**src/hdl/pgpr_pkg.sv**
```systemverilog
// Shared types and codes for the phase generator with period retiming.
package pgpr_pkg;

  typedef enum logic [1:0] {
    CMD_TICK       = 2'd0,
    CMD_SET_PERIOD = 2'd1,
    CMD_START      = 2'd2,
    CMD_STOP       = 2'd3
  } cmd_e;

  typedef struct packed {
    logic [1:0]  command;
    logic [19:0] period_request;
  } in_t;

  typedef struct packed {
    logic [31:0] timer_count;
    logic [15:0] phase_tick;
    logic [15:0] phase_turns;
    logic [15:0] period_now;
    logic        running;
  } out_t;

  typedef enum logic [3:0] {
    ST_IDLE,
    ST_APPLY,
    ST_REM,
    ST_MUL,
    ST_RELOAD,
    ST_PH_GO,
    ST_PH,
    ST_FRAC_GO,
    ST_FRAC,
    ST_DONE
  } state_e;

  typedef enum logic [1:0] {
    DIV_COUNT,
    DIV_PRODUCT,
    DIV_FRACTION
  } div_sel_e;

  typedef struct packed {
    logic     load_in;
    logic     apply;
    logic     div_start;
    div_sel_e div_sel;
    logic     mul_load;
    logic     commit_reload;
    logic     ph_load;
    logic     turns_load;
    logic     out_load;
  } dp_cmd_t;

  typedef struct packed {
    logic reload_needed;
    logic div_done;
  } dp_stat_t;

endpackage

```
**src/hdl/pgpr_div.sv**
```systemverilog
// Restoring divider with a 16-bit divisor, one quotient bit per cycle.
module pgpr_div
  import pgpr_pkg::*;
#(
  parameter int unsigned DW = 32
) (
  input  logic          clk_i,
  input  logic          rst_ni,
  input  logic          start_i,
  input  logic [DW-1:0] dividend_i,
  input  logic [15:0]   divisor_i,
  output logic          done_o,
  output logic [DW-1:0] quot_o,
  output logic [15:0]   rem_o
);

  localparam int unsigned CW = $clog2(DW + 1);

  logic [DW-1:0] q_q, q_d;
  logic [16:0]   r_q, r_d;
  logic [15:0]   d_q;
  logic [CW-1:0] cnt_q, cnt_d;
  logic          busy_q, busy_d;
  logic          done_q, done_d;
  logic [16:0]   r_sh;
  logic          fits;

  assign r_sh = {r_q[15:0], q_q[DW-1]};
  assign fits = (r_sh >= {1'b0, d_q});

  always_comb begin
    q_d    = q_q;
    r_d    = r_q;
    cnt_d  = cnt_q;
    busy_d = busy_q;
    done_d = 1'b0;
    if (start_i) begin
      q_d    = dividend_i;
      r_d    = '0;
      cnt_d  = CW'(DW);
      busy_d = 1'b1;
    end else if (busy_q) begin
      q_d   = {q_q[DW-2:0], fits};
      r_d   = fits ? (r_sh - {1'b0, d_q}) : r_sh;
      cnt_d = cnt_q - 1'b1;
      if (cnt_q == CW'(1)) begin
        busy_d = 1'b0;
        done_d = 1'b1;
      end
    end
  end

  always_ff @(posedge clk_i or negedge rst_ni) begin
    if (!rst_ni) begin
      cnt_q  <= '0;
      busy_q <= 1'b0;
      done_q <= 1'b0;
    end else begin
      cnt_q  <= cnt_d;
      busy_q <= busy_d;
      done_q <= done_d;
    end
  end

  always_ff @(posedge clk_i) begin
    q_q <= q_d;
    r_q <= r_d;
    if (start_i) begin
      d_q <= (divisor_i == 16'd0) ? 16'd1 : divisor_i;
    end
  end

  assign done_o = done_q;
  assign quot_o = q_q;
  assign rem_o  = r_q[15:0];

endmodule

```
**src/hdl/pgpr_dpath.sv**
```systemverilog
// Datapath: counter, period, run flag, reload product, divider and result register.
module pgpr_dpath
  import pgpr_pkg::*;
#(
  parameter int unsigned MIN_PERIOD = 2,
  parameter int unsigned MAX_PERIOD = 65535,
  parameter int unsigned TICK_BITS  = 32
) (
  input  logic     clk_i,
  input  logic     rst_ni,
  input  in_t      in_data_i,
  input  dp_cmd_t  cmd_i,
  output dp_stat_t stat_o,
  output out_t     out_data_o
);

  localparam int unsigned DW = (TICK_BITS > 32) ? TICK_BITS : 32;

  in_t                  in_q;
  logic [TICK_BITS-1:0] count_q;
  logic [15:0]          period_q;
  logic                 started_q;
  logic [31:0]          prod_q;
  logic [15:0]          ph_q;
  logic [15:0]          turns_q;
  out_t                 out_q;

  logic [15:0]   np;
  logic [DW-1:0] div_dividend;
  logic          div_done;
  logic [DW-1:0] div_quot;
  logic [15:0]   div_rem;

  // Clamp the requested period.
  always_comb begin
    if (in_q.period_request < 20'(MIN_PERIOD)) begin
      np = 16'(MIN_PERIOD);
    end else if (in_q.period_request > 20'(MAX_PERIOD)) begin
      np = 16'(MAX_PERIOD);
    end else begin
      np = in_q.period_request[15:0];
    end
  end

  always_comb begin
    case (cmd_i.div_sel)
      DIV_COUNT:    div_dividend = DW'(count_q);
      DIV_PRODUCT:  div_dividend = DW'(prod_q);
      DIV_FRACTION: div_dividend = DW'({ph_q, 16'h0000});
      default:      div_dividend = DW'(count_q);
    endcase
  end

  pgpr_div #(
    .DW(DW)
  ) u_div (
    .clk_i      (clk_i),
    .rst_ni     (rst_ni),
    .start_i    (cmd_i.div_start),
    .dividend_i (div_dividend),
    .divisor_i  (period_q),
    .done_o     (div_done),
    .quot_o     (div_quot),
    .rem_o      (div_rem)
  );

  assign stat_o.reload_needed = (in_q.command == CMD_SET_PERIOD) && (np != period_q);
  assign stat_o.div_done      = div_done;

  always_ff @(posedge clk_i or negedge rst_ni) begin
    if (!rst_ni) begin
      count_q   <= '0;
      period_q  <= 16'(MAX_PERIOD);
      started_q <= 1'b0;
    end else begin
      if (cmd_i.apply) begin
        case (in_q.command)
          CMD_TICK: begin
            if (started_q) begin
              count_q <= count_q + 1'b1;
            end
          end
          CMD_START: started_q <= 1'b1;
          CMD_STOP:  started_q <= 1'b0;
          default:   ;
        endcase
      end
      if (cmd_i.commit_reload) begin
        count_q  <= div_quot[TICK_BITS-1:0];
        period_q <= np;
      end
    end
  end

  always_ff @(posedge clk_i) begin
    if (cmd_i.load_in) begin
      in_q <= in_data_i;
    end
    if (cmd_i.mul_load) begin
      prod_q <= 32'(div_rem) * 32'(np);
    end
    if (cmd_i.ph_load) begin
      ph_q <= div_rem;
    end
    if (cmd_i.turns_load) begin
      turns_q <= div_quot[15:0];
    end
    if (cmd_i.out_load) begin
      out_q.timer_count <= 32'(count_q);
      out_q.phase_tick  <= ph_q;
      out_q.phase_turns <= turns_q;
      out_q.period_now  <= period_q;
      out_q.running     <= started_q;
    end
  end

  assign out_data_o = out_q;

endmodule

```
**src/hdl/pgpr_ctrl.sv**
```systemverilog
// Controller: sequences one item through the datapath and owns the handshakes.
module pgpr_ctrl
  import pgpr_pkg::*;
(
  input  logic     clk_i,
  input  logic     rst_ni,
  input  logic     in_valid_i,
  output logic     in_stall_o,
  output logic     out_valid_o,
  input  logic     out_stall_i,
  input  dp_stat_t stat_i,
  output dp_cmd_t  cmd_o
);

  state_e state_q, state_d;
  logic   out_valid_q, out_valid_d;
  logic   out_free;

  assign out_free = !out_valid_q || !out_stall_i;

  always_comb begin
    state_d = state_q;
    case (state_q)
      ST_IDLE:    if (in_valid_i) state_d = ST_APPLY;
      ST_APPLY:   state_d = stat_i.reload_needed ? ST_REM : ST_PH_GO;
      ST_REM:     if (stat_i.div_done) state_d = ST_MUL;
      ST_MUL:     state_d = ST_RELOAD;
      ST_RELOAD:  if (stat_i.div_done) state_d = ST_PH_GO;
      ST_PH_GO:   state_d = ST_PH;
      ST_PH:      if (stat_i.div_done) state_d = ST_FRAC_GO;
      ST_FRAC_GO: state_d = ST_FRAC;
      ST_FRAC:    if (stat_i.div_done) state_d = ST_DONE;
      ST_DONE:    if (out_free) state_d = ST_IDLE;
      default:    state_d = ST_IDLE;
    endcase
  end

  always_comb begin
    cmd_o = '0;
    cmd_o.div_sel = DIV_COUNT;
    case (state_q)
      ST_IDLE: cmd_o.load_in = in_valid_i;
      ST_APPLY: begin
        cmd_o.apply     = 1'b1;
        // Remainder against the old period feeds the reload product.
        cmd_o.div_start = stat_i.reload_needed;
        cmd_o.div_sel   = DIV_COUNT;
      end
      ST_REM:   cmd_o.mul_load = stat_i.div_done;
      ST_MUL: begin
        cmd_o.div_start = 1'b1;
        cmd_o.div_sel   = DIV_PRODUCT;
      end
      ST_RELOAD: cmd_o.commit_reload = stat_i.div_done;
      ST_PH_GO: begin
        cmd_o.div_start = 1'b1;
        cmd_o.div_sel   = DIV_COUNT;
      end
      ST_PH:    cmd_o.ph_load = stat_i.div_done;
      ST_FRAC_GO: begin
        cmd_o.div_start = 1'b1;
        cmd_o.div_sel   = DIV_FRACTION;
      end
      ST_FRAC:  cmd_o.turns_load = stat_i.div_done;
      ST_DONE:  cmd_o.out_load = out_free;
      default:  ;
    endcase
  end

  // Hold the beat until the receiver takes it.
  assign out_valid_d = cmd_o.out_load || (out_valid_q && out_stall_i);

  always_ff @(posedge clk_i or negedge rst_ni) begin
    if (!rst_ni) begin
      state_q     <= ST_IDLE;
      out_valid_q <= 1'b0;
    end else begin
      state_q     <= state_d;
      out_valid_q <= out_valid_d;
    end
  end

  assign in_stall_o  = (state_q != ST_IDLE);
  assign out_valid_o = out_valid_q;

endmodule

```
**src/hdl/phase_generator_period_retime.sv**
```systemverilog
// Top level of the phase generator with phase-keeping period change.
//
// Input channel (in_valid_i / in_stall_o / in_data_i) takes one command beat:
// tick, set period, start or stop. Output channel (out_valid_o / out_stall_i /
// out_data_o) returns exactly one result beat per command: tick count, phase
// tick, phase as a 16-bit fraction of a turn, period in effect, run flag.
// One item is worked at a time. Modulo and fraction come from a shared
// restoring divider that retires one quotient bit per cycle over DW bits,
// DW = max(TICK_BITS, 32). A tick, start, stop or unchanged set period
// runs two divisions; a set period that changes the period runs two more.
// The result sits in an output register, so the next command is accepted
// while the receiver stalls; a finished item waits only when the previous
// result has not been taken yet.
// Reset clears the counter, stops counting and sets the period to MAX_PERIOD;
// no clearing pass is needed.
module phase_generator_period_retime
  import pgpr_pkg::*;
#(
  parameter int unsigned MIN_PERIOD = 2,
  parameter int unsigned MAX_PERIOD = 65535,
  parameter int unsigned TICK_BITS  = 32
) (
  input  logic clk_i,
  input  logic rst_ni,
  input  logic in_valid_i,
  output logic in_stall_o,
  input  in_t  in_data_i,
  output logic out_valid_o,
  input  logic out_stall_i,
  output out_t out_data_o
);

  dp_cmd_t  dp_cmd;
  dp_stat_t dp_stat;

  pgpr_ctrl u_ctrl (
    .clk_i       (clk_i),
    .rst_ni      (rst_ni),
    .in_valid_i  (in_valid_i),
    .in_stall_o  (in_stall_o),
    .out_valid_o (out_valid_o),
    .out_stall_i (out_stall_i),
    .stat_i      (dp_stat),
    .cmd_o       (dp_cmd)
  );

  pgpr_dpath #(
    .MIN_PERIOD (MIN_PERIOD),
    .MAX_PERIOD (MAX_PERIOD),
    .TICK_BITS  (TICK_BITS)
  ) u_dpath (
    .clk_i      (clk_i),
    .rst_ni     (rst_ni),
    .in_data_i  (in_data_i),
    .cmd_i      (dp_cmd),
    .stat_o     (dp_stat),
    .out_data_o (out_data_o)
  );

endmodule
```
**config.mk**
```make
export PLATFORM = sky130hd
export DESIGN_NAME = phase_generator_period_retime
export DESIGN_NICKNAME = d
export VERILOG_FILES = /design/src/hdl/pgpr_pkg.sv /design/src/hdl/pgpr_div.sv /design/src/hdl/pgpr_dpath.sv /design/src/hdl/pgpr_ctrl.sv /design/src/hdl/phase_generator_period_retime.sv
export SDC_FILE = /design/constraint.sdc
export NUM_CORES = 1
export LEC_CHECK = 0
export BUFFER_PORTS_ARGS = -buffer_cell sky130_fd_sc_hd__buf_4
export CAP_MARGIN = 15
export CELL_PAD_IN_SITES_DETAIL_PLACEMENT = 0
export CELL_PAD_IN_SITES_GLOBAL_PLACEMENT = 2
export CORE_MARGIN = 2
export CORE_UTILIZATION = 25
export CTS_CLUSTER_DIAMETER = 30
export CTS_CLUSTER_SIZE = 14
export DETAILED_ROUTE_END_ITERATION = 6
export PLACE_DENSITY = 0.56
export SLEW_MARGIN = 20
export SYNTH_ARGS = -nofsm -noshare
export SYNTH_HDL_FRONTEND = slang
export SYNTH_SLANG_ARGS = --single-unit
```
**constraint.sdc**
```tcl
create_clock -name clk_i -period 6.44 [get_ports clk_i]
set_input_delay 0 -clock clk_i [delete_from_list [all_inputs] [get_ports clk_i]]
set_output_delay 0 -clock clk_i [all_outputs]
set_load 0.02 [all_outputs]
```
### Word-level counts from Yosys, hierarchy flattened

Index checks and enable logic that the tools add are counted.

| storage, ports and cells | value |
|---|---|
| flip-flop bits (word level) | 293 |
| output and inout port bits | 83 |
| input bits | 26 |
| logic and storage cells | 103 |

| cells by class | value |
|---|---|
| multiplexer cells | 35 |
| $add $sub $neg | 3 |
| equal/unequal tests | 22 |
| magnitude comparators | 3 |
| multiply operators | 1 |
| reduce and logical (&&, ||, !) cells | 18 |

Operators by type and width:

| operator | number |
|---|---|
| two-way mux 32 bit | 6 |
| one-hot mux 32 bit (2 select lines) | 1 |
| two-way mux 16 bit | 3 |
| one-hot mux 4 bit (10 select lines) | 1 |
| adder 32 x 1 -> 32 bit, second input constant | 1 |
| multiplier 16 x 16 -> 32 bit | 1 |
| two-way mux 4 bit | 6 |
| > comparator 20 x 16 -> 1 bit, second input constant | 1 |
| < comparator 20 x 2 -> 1 bit, second input constant | 1 |
| >= comparator 17 x 16 -> 1 bit | 1 |
| equality test 4 x 3 -> 1 bit, second input constant | 4 |
| zero test 16 bit | 1 |
| inequality test 16 bit | 1 |
| subtractor 16 bit | 1 |
| two-way mux 1 bit | 13 |
| two-way mux 6 bit | 2 |
| one-hot mux 3 bit (4 select lines) | 1 |
| inequality test 2 x 1 -> 1 bit, second input constant | 5 |
| nonzero test 2 bit | 5 |
| equality test 4 x 2 -> 1 bit, second input constant | 2 |
| equality test 4 bit, second input constant | 2 |
| equality test 2 bit, second input constant | 3 |
| equality test 6 x 1 -> 1 bit, second input constant | 1 |
| AND reduction 6 bit | 1 |
| 14 further kinds | 18 |

### Longest topological paths before layout

Gate-level depths: netlist of run 1.

| logic depth | value |
|---|---|
| depth in word-level cells | 9 |
| depth in mapped cells | 26 |
| depth with buffers taken out | 23 |

### Modules after synthesis

From an unflattened synthesis of run 1, not the netlist that was laid out.

| second synthesis, totals | value |
|---|---|
| cell total of the unflattened synthesis | 1924 |
| area, all modules | 20977.6 um^2 |

Modules (own cells, without submodules):

| module | instances | seq. area each (um^2) | area each (um^2) | cells each |
|---|---|---|---|---|
| pgpr_dpath | 1 | 6261.0 | 16714.8 | 1536 |
| pgpr_div | 1 | 1961.9 | 3852.4 | 343 |
| pgpr_ctrl | 1 | 125.1 | 410.4 | 45 |

### Worst setup path before layout of run 1

Ideal clock, no wire load.

| path | value |
|---|---|
| path kind | reg2reg |
| from | register u_dpath.in_q[19] (netlist name) |
| to | register u_dpath.prod_q[28], data pin |
| cell stages (with the launch flop) | 24 |
| required time | 6.155 ns |
| clock period less this slack | 7.004 ns |
| arrival time | 6.719 ns |
| slack | -0.564 ns |
| buffers on the path | 2 |
| setup time | 0.285 ns |
| path through | edfxtp_1 -> nor4_1 -> clkbuf_1 -> clkbuf_1 -> nand2b_1 -> and2_1 -> fa_1 -> inv_1 -> fa_1 -> inv_1 -> fa_1 -> fa_1 -> fa_1 -> inv_1 -> fa_1 -> inv_1 -> ha_1 -> a21oi_1 -> o21ai_0 -> a22oi_1 -> o21ai_0 -> or4b_2 -> nand3_1 -> o311ai_0 |

| on the way | value |
|---|---|
| longest elaborated chain between the ends | 4 |
| elaborated cells on any way between the ends | 5 |
| classes of those cells | mul: 1; order compare: 2; mux: 2 |

Ends and longest elaborated chain:

| item | line | source |
|---|---|---|
| start: declaration | pgpr_dpath.sv:19 | `in_t in_q;` |
| start signal: assignment | pgpr_dpath.sv:97 | `in_q <= in_data_i;` |
| > comparator 20 x 16 -> 1 bit | pgpr_dpath.sv:38 | `end else if (in_q.period_request > 20'(MAX_PERIOD)) begin` |
| two-way mux 16 bit | pgpr_dpath.sv:38 |  |
| two-way mux 16 bit * | pgpr_dpath.sv:36 | `if (in_q.period_request < 20'(MIN_PERIOD)) begin` |
| multiplier 16 x 16 -> 32 bit * | pgpr_dpath.sv:100 | `prod_q <= 32'(div_rem) * 32'(np);` |
| end signal: assignment | pgpr_dpath.sv:100 |  |
| end: declaration | pgpr_dpath.sv:23 | `logic [31:0] prod_q;` |

Mark *: on every way between the ends. The rest lies on a longest branch, timed or not.
A chain may end at the register's enable or synchronous reset.

### Final worst setup path of run 1

| path | value |
|---|---|
| from | register u_dpath.in_q[17] (netlist name) |
| to | register u_dpath.prod_q[30], data pin |

Same word-level chain as after synthesis.

==> impl_metrics.csv, run 1 <==
group,metric,value,unit
grt,gr-total-overflow,0,
grt,grt_antenna_before_repair,1,
worst_setup_path,worstRegToRegCells,24,
die,initial_core_util,25.3,%
worst_setup_path,reg2reg_from,"u_dpath.in_q[17]",
job,maxCapViolCount,0,
sta,hold_viol_final,0,
grt,grt_pass1_vias,16458,
cells_and_area,layout-drive-gt1-share,26.6,%
cells_and_area,final_common_cell,"buf_4",
sta,whs,0.109,ns
worst_setup_path,critPathKind,"reg -> reg",
synth,synthTopCellsByArea,"edfxtp_1 (31%), fa_1 (18%), ha_1 (7.4%)",
clocking,cts_sinks,293,
detailed_routing,drc_errors,0,
placement,numPlacedInstances,3295,
grt,grt_max_degree,65,
worst_setup_path,crit_fanout,7,
detailed_routing,dr.first_iter.drc_count,772,
detailed_routing,wl_per_cell,18.7,um
min_path,hp-class,"in -> reg",
worst_setup_path,startpoint_type,"flop",
cells_and_area,area_growth,33.4,%
worst_setup_path,endpoint_kind,"flop",
detailed_routing,ant_nets,0,
outcome,status,"complete, but fails checks",
clocking,cts_inserted_buffers,78,
min_path,worstHoldStart,"in_data_i[9]",
worst_setup_path,r2r_slack,-0.11,ns
grt,grt_usage,15.2,%
die,die_h,295,um
synth,yosys_warnings,0,
detailed_routing,vias,15628,
worst_setup_path,r2r_end,"u_dpath.prod_q[30]",
die,fp.dieW,295,um
synth,post-synth-top-area-cell,"edfxtp_1",
detailed_routing,detail_route.vias_per_cell,4.47,
outcome,violations,"negative setup slack",
synth,synth_edf_count,215,
placement,port_buffers,108,
sta,finalSetupViolCount,10,
sta,skew,0.0504,ns
sta,fmaxAchievable,153,MHz
sta,finalCritPeriodShare,102,%
cells_and_area,n_antenna_cell,0,
placement,dp_hpwl,49.9,mm
worst_setup_path,crit_required,6.70,ns
clocking,path_clk_slew,0.04,ns
sta,layout_setup_ws,-0.111,ns
min_path,worstHoldPathCells,2,
cells_and_area,fillCellCount,8487,
synth,syn-cell-area,0.0211,mm^2
clocking,clockBufferDepth,3,
min_path,holdPathEnd,"u_dpath.in_q[9]",
synth,postSynth.asyncResetShare,21.2,%
synth,synth_seq_area_share,39.5,%
detailed_routing,drt-pass1-iter-count,4,
worst_setup_path,cp-startpoint,"u_dpath.in_q[17]",
grt,grt_pass1_wl,99.7,mm
die,io_pins,109,
cells_and_area,final_cell_mix,"buf_4 (274), inv_1 (256), nand2_1 (220)",
synth,synth-seq-cells,293,
cells_and_area,finalNonFillerCells,3495,
placement,dp_worst_setup_slack,-0.388,ns
die,core,0.0837,mm^2
synth,synth.avg_cell_area,10.6,um^2
die,die_area,0.0869,mm^2
synth,synth_flop_cell,"edfxtp_1",
cells_and_area,final_nets,2642,
sta,rsz0062_at_grt,"true",
synth,synth_top_area_share,30.5,%
sta,tightest_slew,0.999,ns
worst_setup_path,worstPathArrival,6.81,ns
synth,synth_cells,1991,
placement,gp_congestion,0.808,
detailed_routing,routed_wirelength,65.4,mm
clocking,clk_latency,0.61,ns
sta,period_minus_slack,6.55,ns
clocking,root_buffer,"clkbuf_16",
sta,slew_violations,0,
synth,synth_nets,2337,
clocking,tritoncts,"built",
synth,synthDistinctLibCells,71,
die,rows,106,
sta,relSlewSlack,33.4,%
clocking,htreeDepth,3,
-- sequential cells by signal (all words and copies together) (netlist names) --
name and flops:
u_dpath.count_q 32, u_dpath.u_div.quot_o 32, u_dpath.turns_q 16, u_dpath.in_q 22, u_dpath.started_q 1, u_ctrl.out_valid_o 1, u_dpath.out_data_o 81, u_dpath.prod_q 32
u_dpath.period_q 16, u_dpath.u_div.busy_q 1, u_ctrl.state_q 4, u_dpath.u_div.done_o 1, u_dpath.u_div.cnt_q 6, u_dpath.u_div.r_q 16, u_dpath.u_div.d_q 16, u_dpath.ph_q 16
-- through the flow --
stage / util, % / cell area (um^2) / setup TNS [ns]
global route: 33.7 / 28200 / -3.36
global placement: 29.1 / 24300 / -3.08
floorplan: - / 21300 / -0.0121
detailed placement: 29.1 / 24300 / -3.17
CTS: 33.2 / 27800 / -0.836
finish: 33.7 / 28200 / -0.613
-- kinds of logic after synthesis --
logic type | after synthesis | share of synthesized area [%]
simple gates | 618 | 14.4
fa+ha+maj | 320 | 25.9
buf+inv | 380 | 6.95
xor+xnor | 50 | 2.07
flops | 293 | 39.5
mux | 38 | 2.01
compound gates | 292 | 9.17
-- final cells by class --
class                   instances  area (um^2)  share of cell area, %
inverters                     279         1050                   3.71
repair buffers                326         2680                   9.50
well taps                    1134         1420                   5.03
clock buffers                  95         2060                   7.29
multi-input cells            1318        12000                   42.4
flip-flops and latches        293         8350                   29.6
clock inverters                50          693                   2.46
-- timing repair --
action	4_1_cts	5_1_grt
resized for setup	77	83
pin swaps	83	86
setup endpoints to repair	16	20
hold buffers	25	0
cloned	1	0
buffers inserted	19	11
hold endpoints to repair	71	0
-- per-layer routing --
layer,vias up,wire (um),track usage (%)
li1,7349,-,-
met1,7871,30200,20.3
met2,324,31200,25.1
met3,84,2590,2.55
met4,0,1330,4.26
met5,-,0,0
-- worst max-delay path by stage --
stage,slack [ns],to,depth (start not counted)
2_1_floorplan,-0.01,u_dpath.prod_q[28],23
3_3_place_gp,-0.32,u_dpath.prod_q[31],24
3_5_place_dp,-0.39,u_dpath.prod_q[28],22
4_1_cts,-0.15,u_dpath.prod_q[30],22
5_1_grt,-0.33,u_dpath.prod_q[30],26
6_report,-0.11,u_dpath.prod_q[30],24
-- worst max-delay path, cell delays in order, from the launching register on --
cell and delay, ns:
edfxtp_1 0.39, or4_4 0.57, buf_12 0.17, nor2_4 0.14
buf_6 0.12, buf_6 0.09, nor2b_2 0.04, fa_1 0.55
inv_2 0.04, fa_1 0.49, inv_2 0.04, fa_1 0.52
fa_1 0.44, fa_1 0.52, inv_1 0.05, fa_1 0.49
inv_2 0.05, ha_4 0.25, a21oi_4 0.14, o21ai_2 0.08
a22oi_2 0.23, o21ai_2 0.09, or4b_4 0.54, nand3_2 0.07
o211ai_1 0.11
-- synth_stat cells (20+ instances only) --
library cell	count
a21oi_1	69
a22oi_1	20
and2_1	75
clkbuf_1	85
dfrtp_1	46
edfxtp_1	215
fa_1	195
ha_1	125
inv_1	279
mux2_2	36
nand2_1	227
nand3_1	32
nor2_1	93
nor2b_1	42
nor3_1	29
o21ai_0	76
xnor2_1	35
Power of run 1 is not shown: default switching activity piles up to over one toggle a cycle in this logic, so the estimate is an artifact.
==> run 2, diff against run 1 <==
--- a/config.mk
+++ b/config.mk
@@ -7,7 +7,7 @@
 export LEC_CHECK = 0
 export BUFFER_PORTS_ARGS = -buffer_cell sky130_fd_sc_hd__buf_4
 export CAP_MARGIN = 15
-export CELL_PAD_IN_SITES_DETAIL_PLACEMENT = 0
+export CELL_PAD_IN_SITES_DETAIL_PLACEMENT = 2
 export CELL_PAD_IN_SITES_GLOBAL_PLACEMENT = 2
 export CORE_MARGIN = 2
 export CORE_UTILIZATION = 25
==> run 2 against run 1 <==
  * The flow still finishes with violations (negative setup slack)
  * Flip-flop and latch count is the same
  * Highest routed layer is now met5
  * Utilization is 0.42 points higher
  * Die area unchanged
  * Wire length rose by 12%
==> impl_metrics.csv, run 2 (synthesis results as in run 1) <==
group,metric,value,unit
sta,whs,0.103,ns
cells_and_area,largest_reg_flops,81,
worst_setup_path,endpoint_kind,"flop",
worst_setup_path,worstPathArrival,6.99,ns
worst_setup_path,worstRegToRegCells,22,
cells_and_area,final_nets,2656,
placement,dp_hpwl,55.1,mm
detailed_routing,routed_wirelength,72.9,mm
cells_and_area,register_area,0.00835,mm^2
die,io_pins,109,
die,core,0.0837,mm^2
sta,finalCritPeriodShare,103,%
sta,fmaxAchievable,150,MHz
grt,grt_antenna_before_repair,3,
detailed_routing,dr.first_iter.drc_count,656,
die,fp.dieW,295,um
clocking,cts_inserted_buffers,86,
clocking,root_buffer,"clkbuf_16",
sta,slew_violations,0,
detailed_routing,ant_nets,0,
cells_and_area,final_common_cell,"buf_4",
placement,gp_congestion,0.808,
detailed_routing,drc_errors,0,
worst_setup_path,crit_required,6.77,ns
worst_setup_path,startpoint_type,"flop",
clocking,tritoncts,"built",
sta,tightest_slew,1.02,ns
placement,port_buffers,108,
placement,dp_worst_setup_slack,-0.503,ns
grt,gr-total-overflow,0,
sta,period_minus_slack,6.65,ns
clocking,path_clk_slew,0.05,ns
worst_setup_path,crit_fanout,7,
detailed_routing,detail_route.vias_per_cell,4.56,
sta,relSlewSlack,31.6,%
sta,finalSetupViolCount,10,
cells_and_area,layout-drive-gt1-share,27.2,%
outcome,status,"complete, but fails checks",
detailed_routing,vias,16042,
cells_and_area,fillCellCount,8864,
min_path,hp-class,"in -> async",
worst_setup_path,r2r_slack,-0.21,ns
sta,layout_setup_ws,-0.213,ns
worst_setup_path,critPathKind,"reg -> reg",
clocking,clk_latency,0.62,ns
sta,rsz0062_at_grt,"true",
worst_setup_path,reg2reg_from,"u_dpath.in_q[16]",
die,die_area,0.0869,mm^2
clocking,clockBufferDepth,3,
cells_and_area,area_growth,35.1,%
clocking,cts_sinks,293,
cells_and_area,n_antenna_cell,0,
die,rows,106,
die,initial_core_util,25.3,%
outcome,violations,"negative setup slack",
clocking,htreeDepth,3,
worst_setup_path,r2r_end,"u_dpath.prod_q[26]",
job,maxCapViolCount,0,
sta,skew,0.0392,ns
cells_and_area,final_util,34.1,%
die,die_h,295,um
cells_and_area,multiInputGateArea,0.0120,mm^2
grt,grt_usage,16.8,%
sta,hold_viol_final,0,
grt,grt_max_degree,65,
cells_and_area,final_cell_mix,"buf_4 (276), inv_1 (263), nand2_1 (215), edfxtp_1 (215), fa_1 (181)",
detailed_routing,wl_per_cell,20.7,um
grt,grt_pass1_wl,111,mm
detailed_routing,drt-pass1-iter-count,5,
grt,grt_pass1_vias,18290,
==> run 2: cell types whose count changed in the layout (fill, tap and decap cells not counted), sizes merged <==
cell	previous run	this run
clkinvlp	10	11
clkinv	21	25
buf	301	307
bufinv	13	9
clkbuf	95	115
inv	285	280
==> run 2: layout make-up <==
type / count / share of cell area (%)
flip-flops and latches: 293 / 29.2
multi-input cells: 1318 / 42.2
inverters: 279 / 3.67
well taps: 1134 / 4.97
repair buffers: 332 / 9.60
clock inverters: 46 / 1.99
clock buffers: 115 / 8.38
==> run 2: repair_timing <==
item                       CTS  global route
setup buffers               21            14
hold buffers                25             0
gates resized for setup     96            73
pin swaps                   88            64
setup endpoints to repair   19            20
hold endpoints to repair    71             0
gates cloned                 1             0
==> run 2: worst max path at each step <==
stage,startpoint,end,cells after the start
detailed placement,u_dpath.in_q[17],u_dpath.prod_q[28],22
global placement,u_dpath.in_q[16],u_dpath.prod_q[31],24
CTS,u_dpath.in_q[18],u_dpath.prod_q[26],23
finish,u_dpath.in_q[16],u_dpath.prod_q[26],22
floorplan,u_dpath.in_q[16],u_dpath.prod_q[28],23
global route,u_dpath.in_q[16],u_dpath.prod_q[26],22
==> run 2: critical path: stages, from the launching register on <==
cell      delay [ns]
edfxtp_1        0.38
or4_4           0.57
buf_12          0.17
nor2_4          0.19
and2b_1         0.22
fa_1            0.50
inv_2           0.04
fa_1            0.53
inv_1           0.05
fa_1            0.49
fa_1            0.44
fa_1            0.51
inv_2           0.04
fa_1            0.54
inv_2           0.05
ha_4            0.29
nand4_1         0.19
or3_4           0.42
o211ai_1        0.22
a21oi_2         0.11
o21ai_2         0.23
buf_4           0.15
xor2_1          0.05
==> run 2: metal layers <==
metal,vias to the layer above,wire (um),global-route usage (%)
met5,-,13,0
met4,2,1230,4.34
met3,80,2460,2.41
met2,273,36800,29.5
met1,8314,32400,21.5
li1,7373,-,-
==> run 2: metrics by stage <==
stage               TNS, ns  instances  area, um^2
finish                -1.41       3517       28600
global route          -4.94       3517       28600
CTS                   -1.14       3503       28200
detailed placement    -4.72       3295       24300
global placement      -3.08       3295       24300
floorplan           -0.0121       1991       21300
Power of run 2 is left out for the same reason.
==> run 3, diff against run 2 <==
--- a/config.mk
+++ b/config.mk
@@ -10,11 +10,11 @@
 export CELL_PAD_IN_SITES_DETAIL_PLACEMENT = 2
 export CELL_PAD_IN_SITES_GLOBAL_PLACEMENT = 2
 export CORE_MARGIN = 2
-export CORE_UTILIZATION = 25
+export CORE_UTILIZATION = 38
 export CTS_CLUSTER_DIAMETER = 30
 export CTS_CLUSTER_SIZE = 14
 export DETAILED_ROUTE_END_ITERATION = 6
-export PLACE_DENSITY = 0.56
+export PLACE_DENSITY = 0.79
 export SLEW_MARGIN = 20
 export SYNTH_ARGS = -nofsm -noshare
 export SYNTH_HDL_FRONTEND = slang
==> run 3 against run 2 <==
  * The flow finishes with violations (max-capacitance violations, max-slew violations, negative setup slack)
  * Cell area fell by 0.70%
  * Via count rose by 24%
  * Hold slack worse by 0.036 ns
  * Die area fell by 34%
  * Final cell count shrank 11%
  * Flip-flop and latch count unchanged
  * Non-clock buffer count grew 34
==> impl_metrics.csv, run 3 (synthesis results as in run 1) <==
group,metric,value,unit
cells_and_area,fin_area,0.0284,mm^2
clocking,root_buffer,"clkbuf_16",
sta,slew_violations,5,
min_path,hp-class,"in -> async",
cells_and_area,finalNonFillerCells,3137,
cells_and_area,layout-drive-gt1-share,30.2,%
placement,gp_congestion,0.893,
grt,gr-total-overflow,0,
grt,grt_pass1_wl,155,mm
worst_setup_path,cp_slowest_cell,"or4_4",
sta,fin_tns_setup,-18.40,ns
worst_setup_path,startpoint_type,"flop",
die,fp.dieW,240,um
grt,grt_usage,37.4,%
cells_and_area,fillCellCount,5390,
outcome,status,"complete, but fails checks",
die,die_h,240,um
grt,grt_pass1_vias,21897,
clocking,htreeDepth,3,
outcome,violations,"max-capacitance violations, max-slew violations, negative setup slack",
cells_and_area,register_area,0.00835,mm^2
placement,placed_cell_area,0.0240,mm^2
grt,grt_max_degree,69,
clocking,cts_inserted_buffers,72,
placement,port_buffers,108,
worst_setup_path,crit_required,6.72,ns
detailed_routing,drc_errors,0,
worst_setup_path,crit_fanout,6,
die,die_area,0.0575,mm^2
grt,use_met2,64.7,%
detailed_routing,drt-pass1-iter-count,5,
grt,gr-usage-met1,40.2,%
sta,finalCritPeriodShare,120,%
placement,numPlacedInstances,2924,
sta,layout_setup_ws,-1.31,ns
sta,skew,0.0443,ns
cells_and_area,area_growth,34.1,%
worst_setup_path,r2r_slack,-1.31,ns
sta,hold_viol_final,0,
grt,use_met3,8.51,%
sta,rsz0062_at_grt,"true",
worst_setup_path,critPathKind,"reg -> reg",
clocking,clockBufferDepth,3,
cells_and_area,largest_reg_flops,81,
die,core,0.0551,mm^2
worst_setup_path,critPathTopFamily,"adder cells",
clocking,clk_latency,0.64,ns
worst_setup_path,critical-path-max-stage-delay,0.60,ns
detailed_routing,dr.first_iter.drc_count,2030,
sta,tightest_slew,1.63,ns
worst_setup_path,timing.critical_path.cells,"or4_4 -> buf_12 -> nor2_4 -> buf_6 -> buf_4 -> nor2b_1 -> fa_1 -> inv_2 -> fa_2 -> fa_2 -> inv_2 -> fa_2 -> fa_1 -> inv_2 -> fa_1 -> inv_2 -> ha_4 -> nand4_1 -> or3_4 -> o211ai_1 -> a21oi_2 -> o21ai_2 -> buf_4 -> o211ai_1",
clocking,path_clk_slew,0.07,ns
die,io_pins,109,
cells_and_area,multiInputGateArea,0.0123,mm^2
sta,finalSetupViolCount,23,
worst_setup_path,path_common_cell,"inv_2",
detailed_routing,wl_per_cell,38.6,um
sta,whs,0.0678,ns
detailed_routing,ant_nets,0,
detailed_routing,vias,19888,
detailed_routing,routed_wirelength,121,mm
job,maxCapViolCount,1,
worst_setup_path,cp.buffers_inverters,8,
cells_and_area,final_cell_mix,"buf_4 (302), inv_1 (238), edfxtp_1 (215)",
clocking,tritoncts,"built",
detailed_routing,detail_route.vias_per_cell,6.34,
placement,dp_hpwl,57.5,mm
die,initial_core_util,38.4,%
worst_setup_path,endpoint_kind,"flop",
sta,period_minus_slack,7.75,ns
grt,grt_antenna_before_repair,6,
die,rows,86,
sta,relSlewSlack,-9.93,%
sta,fmaxAchievable,129,MHz
cells_and_area,final_nets,2676,
cells_and_area,final_common_cell,"buf_4",
grt,globalRoute.busiestLayer,"met2",
worst_setup_path,worstPathArrival,8.04,ns
clocking,cts_sinks,293,
-- run 3: metal layers --
layer	up-vias	wire length (um)
li1	7409	-
met1	10130	40300
met2	1582	57400
met3	761	11000
met4	6	12300
met5	-	44
-- run 3: worst paths after layout --
| path | endpoint | cells past startpoint | start |
|---|---|---|---|
| setup / recovery | u_dpath.prod_q[30] | 24 | u_dpath.in_q[18] |
| hold / removal | u_dpath.count_q[14] | 2 | rst_ni |
| setup reg to reg | u_dpath.prod_q[30] | 24 | u_dpath.in_q[18] |
| hold reg to reg | u_dpath.out_data_o[21] | 0 | u_dpath.turns_q[4] |
| max in group asynchronous | u_dpath.u_div.busy_q | 2 | rst_ni |
| min in group clk_i | u_dpath.in_q[19] | 2 | in_data_i[19] |
-- run 3: timing repair --
item,4_1_cts,5_1_grt
gates resized for setup,124,123
endpoints found under the hold margin,70,0
hold buffers,25,0
pin swaps,77,60
cloned,1,0
endpoints found under the setup margin,22,22
setup buffers,27,29
-- run 3: worst register-to-register path, cell delays in order (launching register included) --
cell and delay [ns]:
edfxtp_1 0.50, or4_4 0.60, buf_12 0.18, nor2_4 0.17, buf_6 0.16, buf_4 0.12
nor2b_1 0.06, fa_1 0.56, inv_2 0.07, fa_2 0.53, fa_2 0.46, inv_2 0.09
fa_2 0.50, fa_1 0.60, inv_2 0.06, fa_1 0.54, inv_2 0.07, ha_4 0.30
nand4_1 0.29, or3_4 0.51, o211ai_1 0.34, a21oi_2 0.16, o21ai_2 0.23, buf_4 0.16
o211ai_1 0.12
-- run 3: cell type report --
cell class,instances,area share [%]
Inverter,279,3.69
Sequential cell,293,29.4
Clock buffer,90,6.91
Tap cell,748,3.30
Multi-Input combinational cell,1318,43.3
Antenna cell,1,0.00882
Clock inverter,42,2.48
Timing Repair Buffer,366,10.9
-- run 3: stage by stage --
step                      worst slack (ns)  utilization, %
after floorplan                    -0.0121               -
after global placement              -0.323            43.5
after detailed placement            -0.746            43.5
after CTS                           -0.573            50.1
after global routing                 -1.35            51.5
final                                -1.31            51.5
Power of run 3 is left out for the same reason.
